### src/mfdt_pkg.sv
// ----------------------------------------------------------------------------
// MSAA fragment depth test package
// Shared payload types, per-pixel sample row, sequencer states and widths.
// ----------------------------------------------------------------------------
package mfdt_pkg;

  localparam int SAMPLES = 4;
  localparam int ZW      = 24;  // depth width
  localparam int CW      = 24;  // color width
  localparam int EW      = 38;  // edge value width (signed)
  localparam int NW      = 64;  // depth numerator width
  localparam int SW      = 40;  // edge sum width
  localparam int QW      = 24;  // divider quotient width

  localparam logic [3:0]    OFF_LO    = 4'd4;
  localparam logic [3:0]    OFF_MID   = 4'd8;
  localparam logic [3:0]    OFF_HI    = 4'd12;
  localparam logic [ZW-1:0] DEPTH_FAR = 24'hFFFFFF;

  typedef struct packed {
    logic               action;
    logic [15:0]        pixel_pos;
    logic signed [15:0] vertex_a_x;
    logic signed [15:0] vertex_a_y;
    logic [23:0]        vertex_a_depth;
    logic signed [15:0] vertex_b_x;
    logic signed [15:0] vertex_b_y;
    logic [23:0]        vertex_b_depth;
    logic signed [15:0] vertex_c_x;
    logic signed [15:0] vertex_c_y;
    logic [23:0]        vertex_c_depth;
    logic [23:0]        tri_color;
  } mfdt_in_t;

  typedef struct packed {
    logic [15:0] out_pixel_pos;
    logic [23:0] pixel_color;
    logic        pixel_written;
  } mfdt_out_t;

  // All four samples of one pixel, stored as one memory row.
  typedef struct packed {
    logic [SAMPLES-1:0][ZW-1:0] depth;
    logic [SAMPLES-1:0][CW-1:0] color;
  } mfdt_row_t;

  typedef enum logic [3:0] {
    ST_INIT,
    ST_IDLE,
    ST_XY,
    ST_READ,
    ST_LOAD,
    ST_EDGE,
    ST_COVER,
    ST_NUM,
    ST_DIV,
    ST_DIV_WAIT,
    ST_UPDATE,
    ST_WRITE,
    ST_DONE
  } mfdt_state_e;

endpackage

### src/mfdt_div.sv
// ----------------------------------------------------------------------------
// Serial restoring divider
// Produces QW quotient bits, one per cycle, for a numerator known to be less
// than the divisor shifted left by QW.
// ----------------------------------------------------------------------------
module mfdt_div (
  input  logic                    clk_i,
  input  logic                    rst_ni,
  input  logic                    start_i,
  input  logic [mfdt_pkg::NW-1:0] num_i,
  input  logic [mfdt_pkg::SW-1:0] den_i,
  output logic                    busy_o,
  output logic                    done_o,
  output logic [mfdt_pkg::QW-1:0] quot_o
);
  import mfdt_pkg::*;

  localparam int CNTW = $clog2(QW);

  logic            busy_q, busy_d;
  logic            done_q, done_d;
  logic [CNTW-1:0] cnt_q, cnt_d;
  logic [SW-1:0]   rem_q, rem_d;
  logic [SW-1:0]   den_q, den_d;
  logic [QW-1:0]   low_q, low_d;
  logic [QW-1:0]   quot_q, quot_d;
  logic [SW+1:0]   trial;

  assign trial = {1'b0, rem_q, low_q[QW-1]} - {2'b00, den_q};

  always_comb begin
    busy_d = busy_q;
    done_d = 1'b0;
    cnt_d  = cnt_q;
    rem_d  = rem_q;
    den_d  = den_q;
    low_d  = low_q;
    quot_d = quot_q;
    if (start_i) begin
      busy_d = 1'b1;
      cnt_d  = CNTW'(QW - 1);
      rem_d  = num_i[NW-1:QW];
      low_d  = num_i[QW-1:0];
      den_d  = den_i;
      quot_d = '0;
    end else if (busy_q) begin
      // A clear borrow bit means the shifted remainder reached the divisor.
      if (!trial[SW+1]) begin
        rem_d  = trial[SW-1:0];
        quot_d = {quot_q[QW-2:0], 1'b1};
      end else begin
        rem_d  = {rem_q[SW-2:0], low_q[QW-1]};
        quot_d = {quot_q[QW-2:0], 1'b0};
      end
      low_d = {low_q[QW-2:0], 1'b0};
      if (cnt_q == '0) begin
        busy_d = 1'b0;
        done_d = 1'b1;
      end else begin
        cnt_d = cnt_q - 1'b1;
      end
    end
  end

  always_ff @(posedge clk_i or negedge rst_ni) begin
    if (!rst_ni) begin
      busy_q <= 1'b0;
      done_q <= 1'b0;
      cnt_q  <= '0;
    end else begin
      busy_q <= busy_d;
      done_q <= done_d;
      cnt_q  <= cnt_d;
    end
  end

  always_ff @(posedge clk_i) begin
    rem_q  <= rem_d;
    den_q  <= den_d;
    low_q  <= low_d;
    quot_q <= quot_d;
  end

  assign busy_o = busy_q;
  assign done_o = done_q;
  assign quot_o = quot_q;

endmodule

### config.mk
export PLATFORM = sky130hd
export DESIGN_NAME = mfdt_div
export DESIGN_NICKNAME = d
export VERILOG_FILES = /design/src/mfdt_pkg.sv /design/src/mfdt_div.sv
export SDC_FILE = /design/constraint.sdc
export NUM_CORES = 1
export LEC_CHECK = 0
export ABC_AREA = 1
export BUFFER_PORTS_ARGS = -buffer_cell sky130_fd_sc_hd__buf_2
export CORE_MARGIN = 4
export CORE_UTILIZATION = 55
export DETAILED_ROUTE_END_ITERATION = 12
export PLACE_DENSITY = 0.87
export SETUP_SLACK_MARGIN = 0.4
export SYNTH_ARGS = -nofsm -noshare
export SYNTH_HDL_FRONTEND = slang
export SYNTH_SLANG_ARGS = --single-unit
### constraint.sdc
create_clock -name clk_i -period 4.9 [get_ports clk_i]
set_input_delay 0.49 -clock clk_i [delete_from_list [all_inputs] [get_ports clk_i]]
set_output_delay 0.49 -clock clk_i [all_outputs]
set_load 0.1 [all_outputs]
Word level (Yosys, flattened, before mapping)
Index checks and enable logic that the tools add are counted.
Widths: inputs -> output; s select.
{"block": "classes", "add_sub_neg": 2, "n_eq_ne": 1, "muxes": 15, "reduce_logical": 3}
{"op": "$mux 40", "n": 3}
{"op": "$mux 24", "n": 2}
{"op": "$sub 41x40->42", "n": 1}
{"op": "$mux 5", "n": 3}
{"op": "$mux 1", "n": 7}
{"op": "$logic_not 5->1", "n": 1}
{"op": "$sub 5x1->5 const B", "n": 1}
{"op": "$ne 2x2->1 const B", "n": 1}
{"op": "$reduce_and 2->1", "n": 1}
{"op": "$reduce_bool 2->1", "n": 1}
{"block": "word_totals", "reg_bits": 135, "in_bits": 107, "out_inout_bits": 26}

Depth between registers and ports, before layout
{"block": "depth", "depth_word": 4, "mapped_depth": 17}

Worst setup path after synthesis
Ideal clock, no wire load.
{"block": "synth_timing", "kind": "flip-flop to flip-flop", "start": "register busy_q (netlist: busy_o)", "end": "register low_q[0], enable pin", "arrival_ns": 3.226, "required_time_ns": 4.447, "path_slack_ns": 1.221, "path_stages_with_launch": 4, "period_less_slack_ns": 3.679, "cell_sequence": "dfrtp_1 > nor2_1 > inv_1 > clkbuf_1"}
{"block": "synth_between", "elab_chain_len": 1}
{"element": "start, declared", "line": "mfdt_div.sv:20", "rtl": "logic busy_q, busy_d;"}
{"element": "start signal, assigned", "line": "mfdt_div.sv:71", "rtl": "busy_q <= busy_d;"}
{"element": "$reduce_bool 2->1 (no line)"}
{"element": "end signal, assigned", "line": "mfdt_div.sv:80", "rtl": "low_q <= low_d;"}
{"element": "end, declared", "line": "mfdt_div.sv:25", "rtl": "logic [QW-1:0] low_q, low_d;"}
No other way between the ends.
A chain may end at the register's enable or synchronous reset.

Worst setup path after layout
{"block": "layout_timing", "start": "register rem_q[36]", "end": "register rem_q[19], data pin"}
{"block": "layout_between", "elab_chain_len": 4}
{"element": "start, declared", "line": "mfdt_div.sv:23", "rtl": "logic [SW-1:0] rem_q, rem_d;"}
{"element": "start signal, assigned", "line": "mfdt_div.sv:78", "rtl": "rem_q <= rem_d;"}
{"element": "$sub 41x40->42", "line": "mfdt_div.sv:29", "rtl": "assign trial = {1'b0, rem_q, low_q[QW-1]} - {2'b00, den_q};"}
{"element": "$mux 40", "line": "mfdt_div.sv:48", "rtl": "if (!trial[SW+1]) begin"}
{"element": "$mux 40", "line": "mfdt_div.sv:46", "rtl": "end else if (busy_q) begin"}
{"element": "$mux 40", "line": "mfdt_div.sv:39", "rtl": "if (start_i) begin"}
{"element": "net rem_d[19]", "line": "mfdt_div.sv:23"}
The timed path passes the listed nets, and every way through them passes these cells. The select of a mux whose other input is x is not followed.

==> metrics.txt <==
# TYPE chip_impl_metric gauge
chip_impl_metric{name="max_slew.worst_pin.slew",unit="ns"} 0.863
chip_impl_metric{name="numPortBuffers",unit=""} 132
chip_impl_metric{name="wirelength",unit="um"} 24800
chip_impl_metric{name="asyncSetResetFlopFracSynth",unit="%"} 5.19
chip_impl_metric{name="ioPinCount",unit=""} 133
chip_impl_metric{name="core_util_final",unit="%"} 65.4
chip_impl_metric{name="internal_power",unit="mW"} 3.17
chip_impl_metric{name="final_layout_size_suffix_gt1_share",unit="%"} 12.8
chip_impl_metric{name="leakage",unit="nW"} 5.67
chip_impl_metric{name="dieHeight",unit="um"} 136
chip_impl_metric{name="post-synth-top-area-fraction",unit="%"} 34.6
chip_impl_metric{name="clk_pwr_share",unit="%"} 22.4
chip_impl_metric{name="die_x",unit="um"} 136
chip_impl_metric{name="fillCellCount",unit=""} 1481
chip_impl_info{name="setup.worst_path.class",value="reg -> reg"} 1
chip_impl_metric{name="std_cell_rows",unit=""} 46
chip_impl_metric{name="detail_route_antenna_nets",unit=""} 0
chip_impl_info{name="cts_tree",value="done"} 1
chip_impl_info{name="crit_path_end_kind",value="flip-flop"} 1
chip_impl_info{name="hold_path.class",value="in -> reg"} 1
chip_impl_metric{name="final_min_period_over_clock_period",unit="%"} 57.2
chip_impl_metric{name="final_setup_skew",unit="ns"} 0.0171
chip_impl_metric{name="p_sw",unit="mW"} 2.64
chip_impl_metric{name="period_needed",unit="ns"} 2.80
chip_impl_metric{name="syn_area_per_cell",unit="um^2"} 7.01
chip_impl_metric{name="ys.warnings.count",unit=""} 0
chip_impl_metric{name="clock-sinks",unit=""} 135
chip_impl_metric{name="seqPwrFrac",unit="%"} 27.9
chip_impl_metric{name="crit_arrival",unit="ns"} 2.98
chip_impl_metric{name="grt_pass1_vias",unit=""} 7905
chip_impl_info{name="synth.most_common_cell",value="sky130_fd_sc_hd__nand2_1"} 1
chip_impl_info{name="rsz0062_at_grt",value="false"} 1
chip_impl_metric{name="core_area",unit="mm^2"} 0.0160
chip_impl_metric{name="synthDistinctLibCells",unit=""} 35
chip_impl_metric{name="initial_util",unit="%"} 56.4
chip_impl_metric{name="antenna_found_initial",unit=""} 0
chip_impl_metric{name="worstPathRequired",unit="ns"} 5.08
chip_impl_info{name="synthFlopType",value="sky130_fd_sc_hd__edfxtp_1"} 1
chip_impl_metric{name="detailedRoute.firstPassIterationCount",unit=""} 5
chip_impl_metric{name="clock_edge_transition_at_the_registers_on_the_reported_setup_and_hold_paths",unit="ns"} 0.07
chip_impl_metric{name="area.growth.synth_to_final",unit="%"} 16.0
chip_impl_metric{name="synth_enable_flop_cells",unit=""} 104
chip_impl_metric{name="setup_violations",unit=""} 0
chip_impl_metric{name="postSynthCellCount",unit=""} 1287
chip_impl_metric{name="finalMaxSlewViolations",unit=""} 0
chip_impl_metric{name="clk-insertion-delay-late",unit="ns"} 0.43
chip_impl_info{name="ys_top_cells_by_count",value="sky130_fd_sc_hd__nand2_1 (489), sky130_fd_sc_hd__inv_1 (265), sky130_fd_sc_hd__edfxtp_1 (104)"} 1
chip_impl_metric{name="synth.net_count",unit=""} 1437
chip_impl_metric{name="cts_post_setup_buffers_inserted",unit=""} 0
chip_impl_metric{name="power_density",unit="mW/mm^2"} 556
chip_impl_metric{name="dr.first_iter.drc_count",unit=""} 731
chip_impl_info{name="startpoint_type",value="flip-flop"} 1
chip_impl_metric{name="grt_start_max_net_pins",unit=""} 69
chip_impl_metric{name="timing.max_slew.rel_slack",unit="%"} 42.4
chip_impl_metric{name="netlist_area",unit="mm^2"} 0.00902
chip_impl_info{name="synth_area_leaders",value="sky130_fd_sc_hd__edfxtp_1 (35%), sky130_fd_sc_hd__nand2_1 (20%), sky130_fd_sc_hd__inv_1 (11%)"} 1
chip_impl_info{name="status",value="finished, final reports clean"} 1
chip_impl_metric{name="fin_tns_setup",unit="ns"} 0
chip_impl_metric{name="timing.hold.ws",unit="ns"} 0.230
chip_impl_metric{name="dp_hpwl",unit="um"} 18500
chip_impl_metric{name="n_antenna_cell",unit=""} 0
chip_impl_metric{name="numCtsBuffers",unit=""} 17
chip_impl_metric{name="synth.ff_latch_count",unit=""} 135
chip_impl_metric{name="routed_via_density",unit=""} 5.11
chip_impl_metric{name="cp_max_fo",unit=""} 32
chip_impl_metric{name="wl_per_cell",unit="um"} 15.1
chip_impl_metric{name="maxCapViolCount",unit=""} 0
chip_impl_metric{name="grt_util_all_layers",unit="%"} 27.1
chip_impl_metric{name="global_route_wire_length_before_repair",unit="um"} 39500
chip_impl_metric{name="timing.final.hold_violations",unit=""} 0
chip_impl_metric{name="pwr-share-comb",unit="%"} 49.7
chip_impl_info{name="synth_area_leader_cell",value="sky130_fd_sc_hd__edfxtp_1"} 1
chip_impl_metric{name="detail_route.drc_violations",unit=""} 0
chip_impl_metric{name="finish.net_count",unit=""} 1565
chip_impl_metric{name="fp.dieArea",unit="mm^2"} 0.0185
chip_impl_metric{name="num_vias",unit=""} 8393
chip_impl_metric{name="clockBufferDepth",unit=""} 2
chip_impl_metric{name="grt-ovfl-total",unit=""} 0
chip_impl_metric{name="fmax",unit="GHz"} 0.357
chip_impl_info{name="clockRootBuffer",value="sky130_fd_sc_hd__clkbuf_16"} 1
chip_impl_metric{name="power.switching_fraction",unit="%"} 45.5
chip_impl_metric{name="cts-htree-levels",unit=""} 4
chip_impl_metric{name="seq_area_frac_synth",unit="%"} 41.9
chip_impl_metric{name="finalWeightedCongestion",unit=""} 0.952
chip_impl_metric{name="max-vdd-ir-drop",unit="mV"} 0.313
[sequential cells by signal, indices dropped and copies added (netlist names)]
register and flops:
done_o 1, rem_q 40, quot_o 24, busy_o 1, den_q 40, cnt_q 5, low_q 24
[worst max-delay path, cell delays in order (launching register included)]
cell and delay (ns):
sky130_fd_sc_hd__edfxtp_1 0.40, sky130_fd_sc_hd__ha_1 0.37, sky130_fd_sc_hd__nand2_1 0.12, sky130_fd_sc_hd__nor3_1 0.27, sky130_fd_sc_hd__nand2_1 0.15, sky130_fd_sc_hd__inv_1 0.13, sky130_fd_sc_hd__a21oi_4 0.06, sky130_fd_sc_hd__buf_4 0.25
sky130_fd_sc_hd__nand3_4 0.13, sky130_fd_sc_hd__buf_4 0.33, sky130_fd_sc_hd__nand3_1 0.14, sky130_fd_sc_hd__nand3_1 0.10, sky130_fd_sc_hd__nand2_1 0.06
[worst paths after layout]
path | startpoint | end | slack (ns) | depth (start not counted)
max in group asynchronous | rst_ni | cnt_q[2] | 4.31 | 2
max reg2reg | rem_q[36] | rem_q[19] | 2.10 | 12
min in group asynchronous | rst_ni | cnt_q[0] | 0.43 | 2
max | rem_q[36] | rem_q[19] | 2.10 | 12
min reg2reg | quot_o[10] | quot_o[10] | 0.49 | 2
min | den_i[0] | den_q[0] | 0.23 | 1
[stage by stage]
| stage | std cells | worst slack [ns] | power [mW] | instance area, um^2 |
|---|---|---|---|---|
| 2_1_floorplan | 1287 | 1.22 | 3.78 | 9020 |
| 3_3_place_gp | 1611 | 2.21 | 4.41 | 9840 |
| 3_5_place_dp | 1611 | 2.11 | 4.47 | 9840 |
| 4_1_cts | 1644 | 2.15 | 5.79 | 10500 |
| 5_1_grt | 1644 | 1.88 | 6.27 | 10500 |
| 6_report | 1644 | 2.10 | 5.81 | 10500 |
[power groups by stage]
| stage | combinational, mW | clock [mW] | sequential [mW] |
|---|---|---|---|
| after global placement | 2.79 | 0 | 1.63 |
| after detailed placement | 2.83 | 0 | 1.64 |
| after global routing | 3.26 | 1.37 | 1.64 |
| after CTS | 2.85 | 1.31 | 1.62 |
| final | 2.89 | 1.30 | 1.62 |
| after floorplan | 2.13 | 0 | 1.65 |
[cells in the final DEF, fill, tap and decap left out, types with 7 or more instances in the layout]
cell type	instances
sky130_fd_sc_hd__o21ai_1	10
sky130_fd_sc_hd__dfrtp_1	7
sky130_fd_sc_hd__a21oi_1	24
sky130_fd_sc_hd__nand3_1	85
sky130_fd_sc_hd__dfxtp_1	24
sky130_fd_sc_hd__buf_4	9
sky130_fd_sc_hd__nand2_1	489
sky130_fd_sc_hd__buf_2	131
sky130_fd_sc_hd__o21ai_0	12
sky130_fd_sc_hd__ha_1	42
sky130_fd_sc_hd__nand4_1	36
sky130_fd_sc_hd__o22ai_1	22
sky130_fd_sc_hd__xnor2_1	14
sky130_fd_sc_hd__nor2_1	91
sky130_fd_sc_hd__edfxtp_1	104
sky130_fd_sc_hd__clkbuf_16	17
sky130_fd_sc_hd__inv_1	264
[logic make-up after synthesis]
logic type / count (synthesis) / share of synthesized area, %
DFF: 135 / 41.9
adders and majority gates: 43 / 6.05
and+or+nand+nor: 717 / 32.6
xor gates and xnor gates: 15 / 1.46
AOI/OAI and AO/OA: 78 / 5.00
buffers and inverters: 299 / 13.0
[what timing repair did]
item                                    in CTS  in global routing
hold buffers                                 1                  0
endpoints found under the hold margin        7                  0
gates resized for setup                      0                  0
endpoints found under the setup margin       0                  0
[metal layers]
layer	share of wire (%)	vias up	GRT usage (%)
met5	0	-	0
met4	1.6	0	7.78
met3	6.5	30	5.37
met2	46	280	43.4
met1	46	3807	37.6
li1	-	4276	-
[final cells by class]
cell class	instances	area [um^2]	share of cell area, %
inverters	267	1000	9.58
clock buffers	17	425	4.07
flip-flops and latches	135	3780	36.1
repair buffers	141	733	7.01
well taps	216	270	2.58
multi-input cells	853	4070	38.9
clock inverters	15	179	1.71
Note: power is estimated with default switching activity, not from simulation.
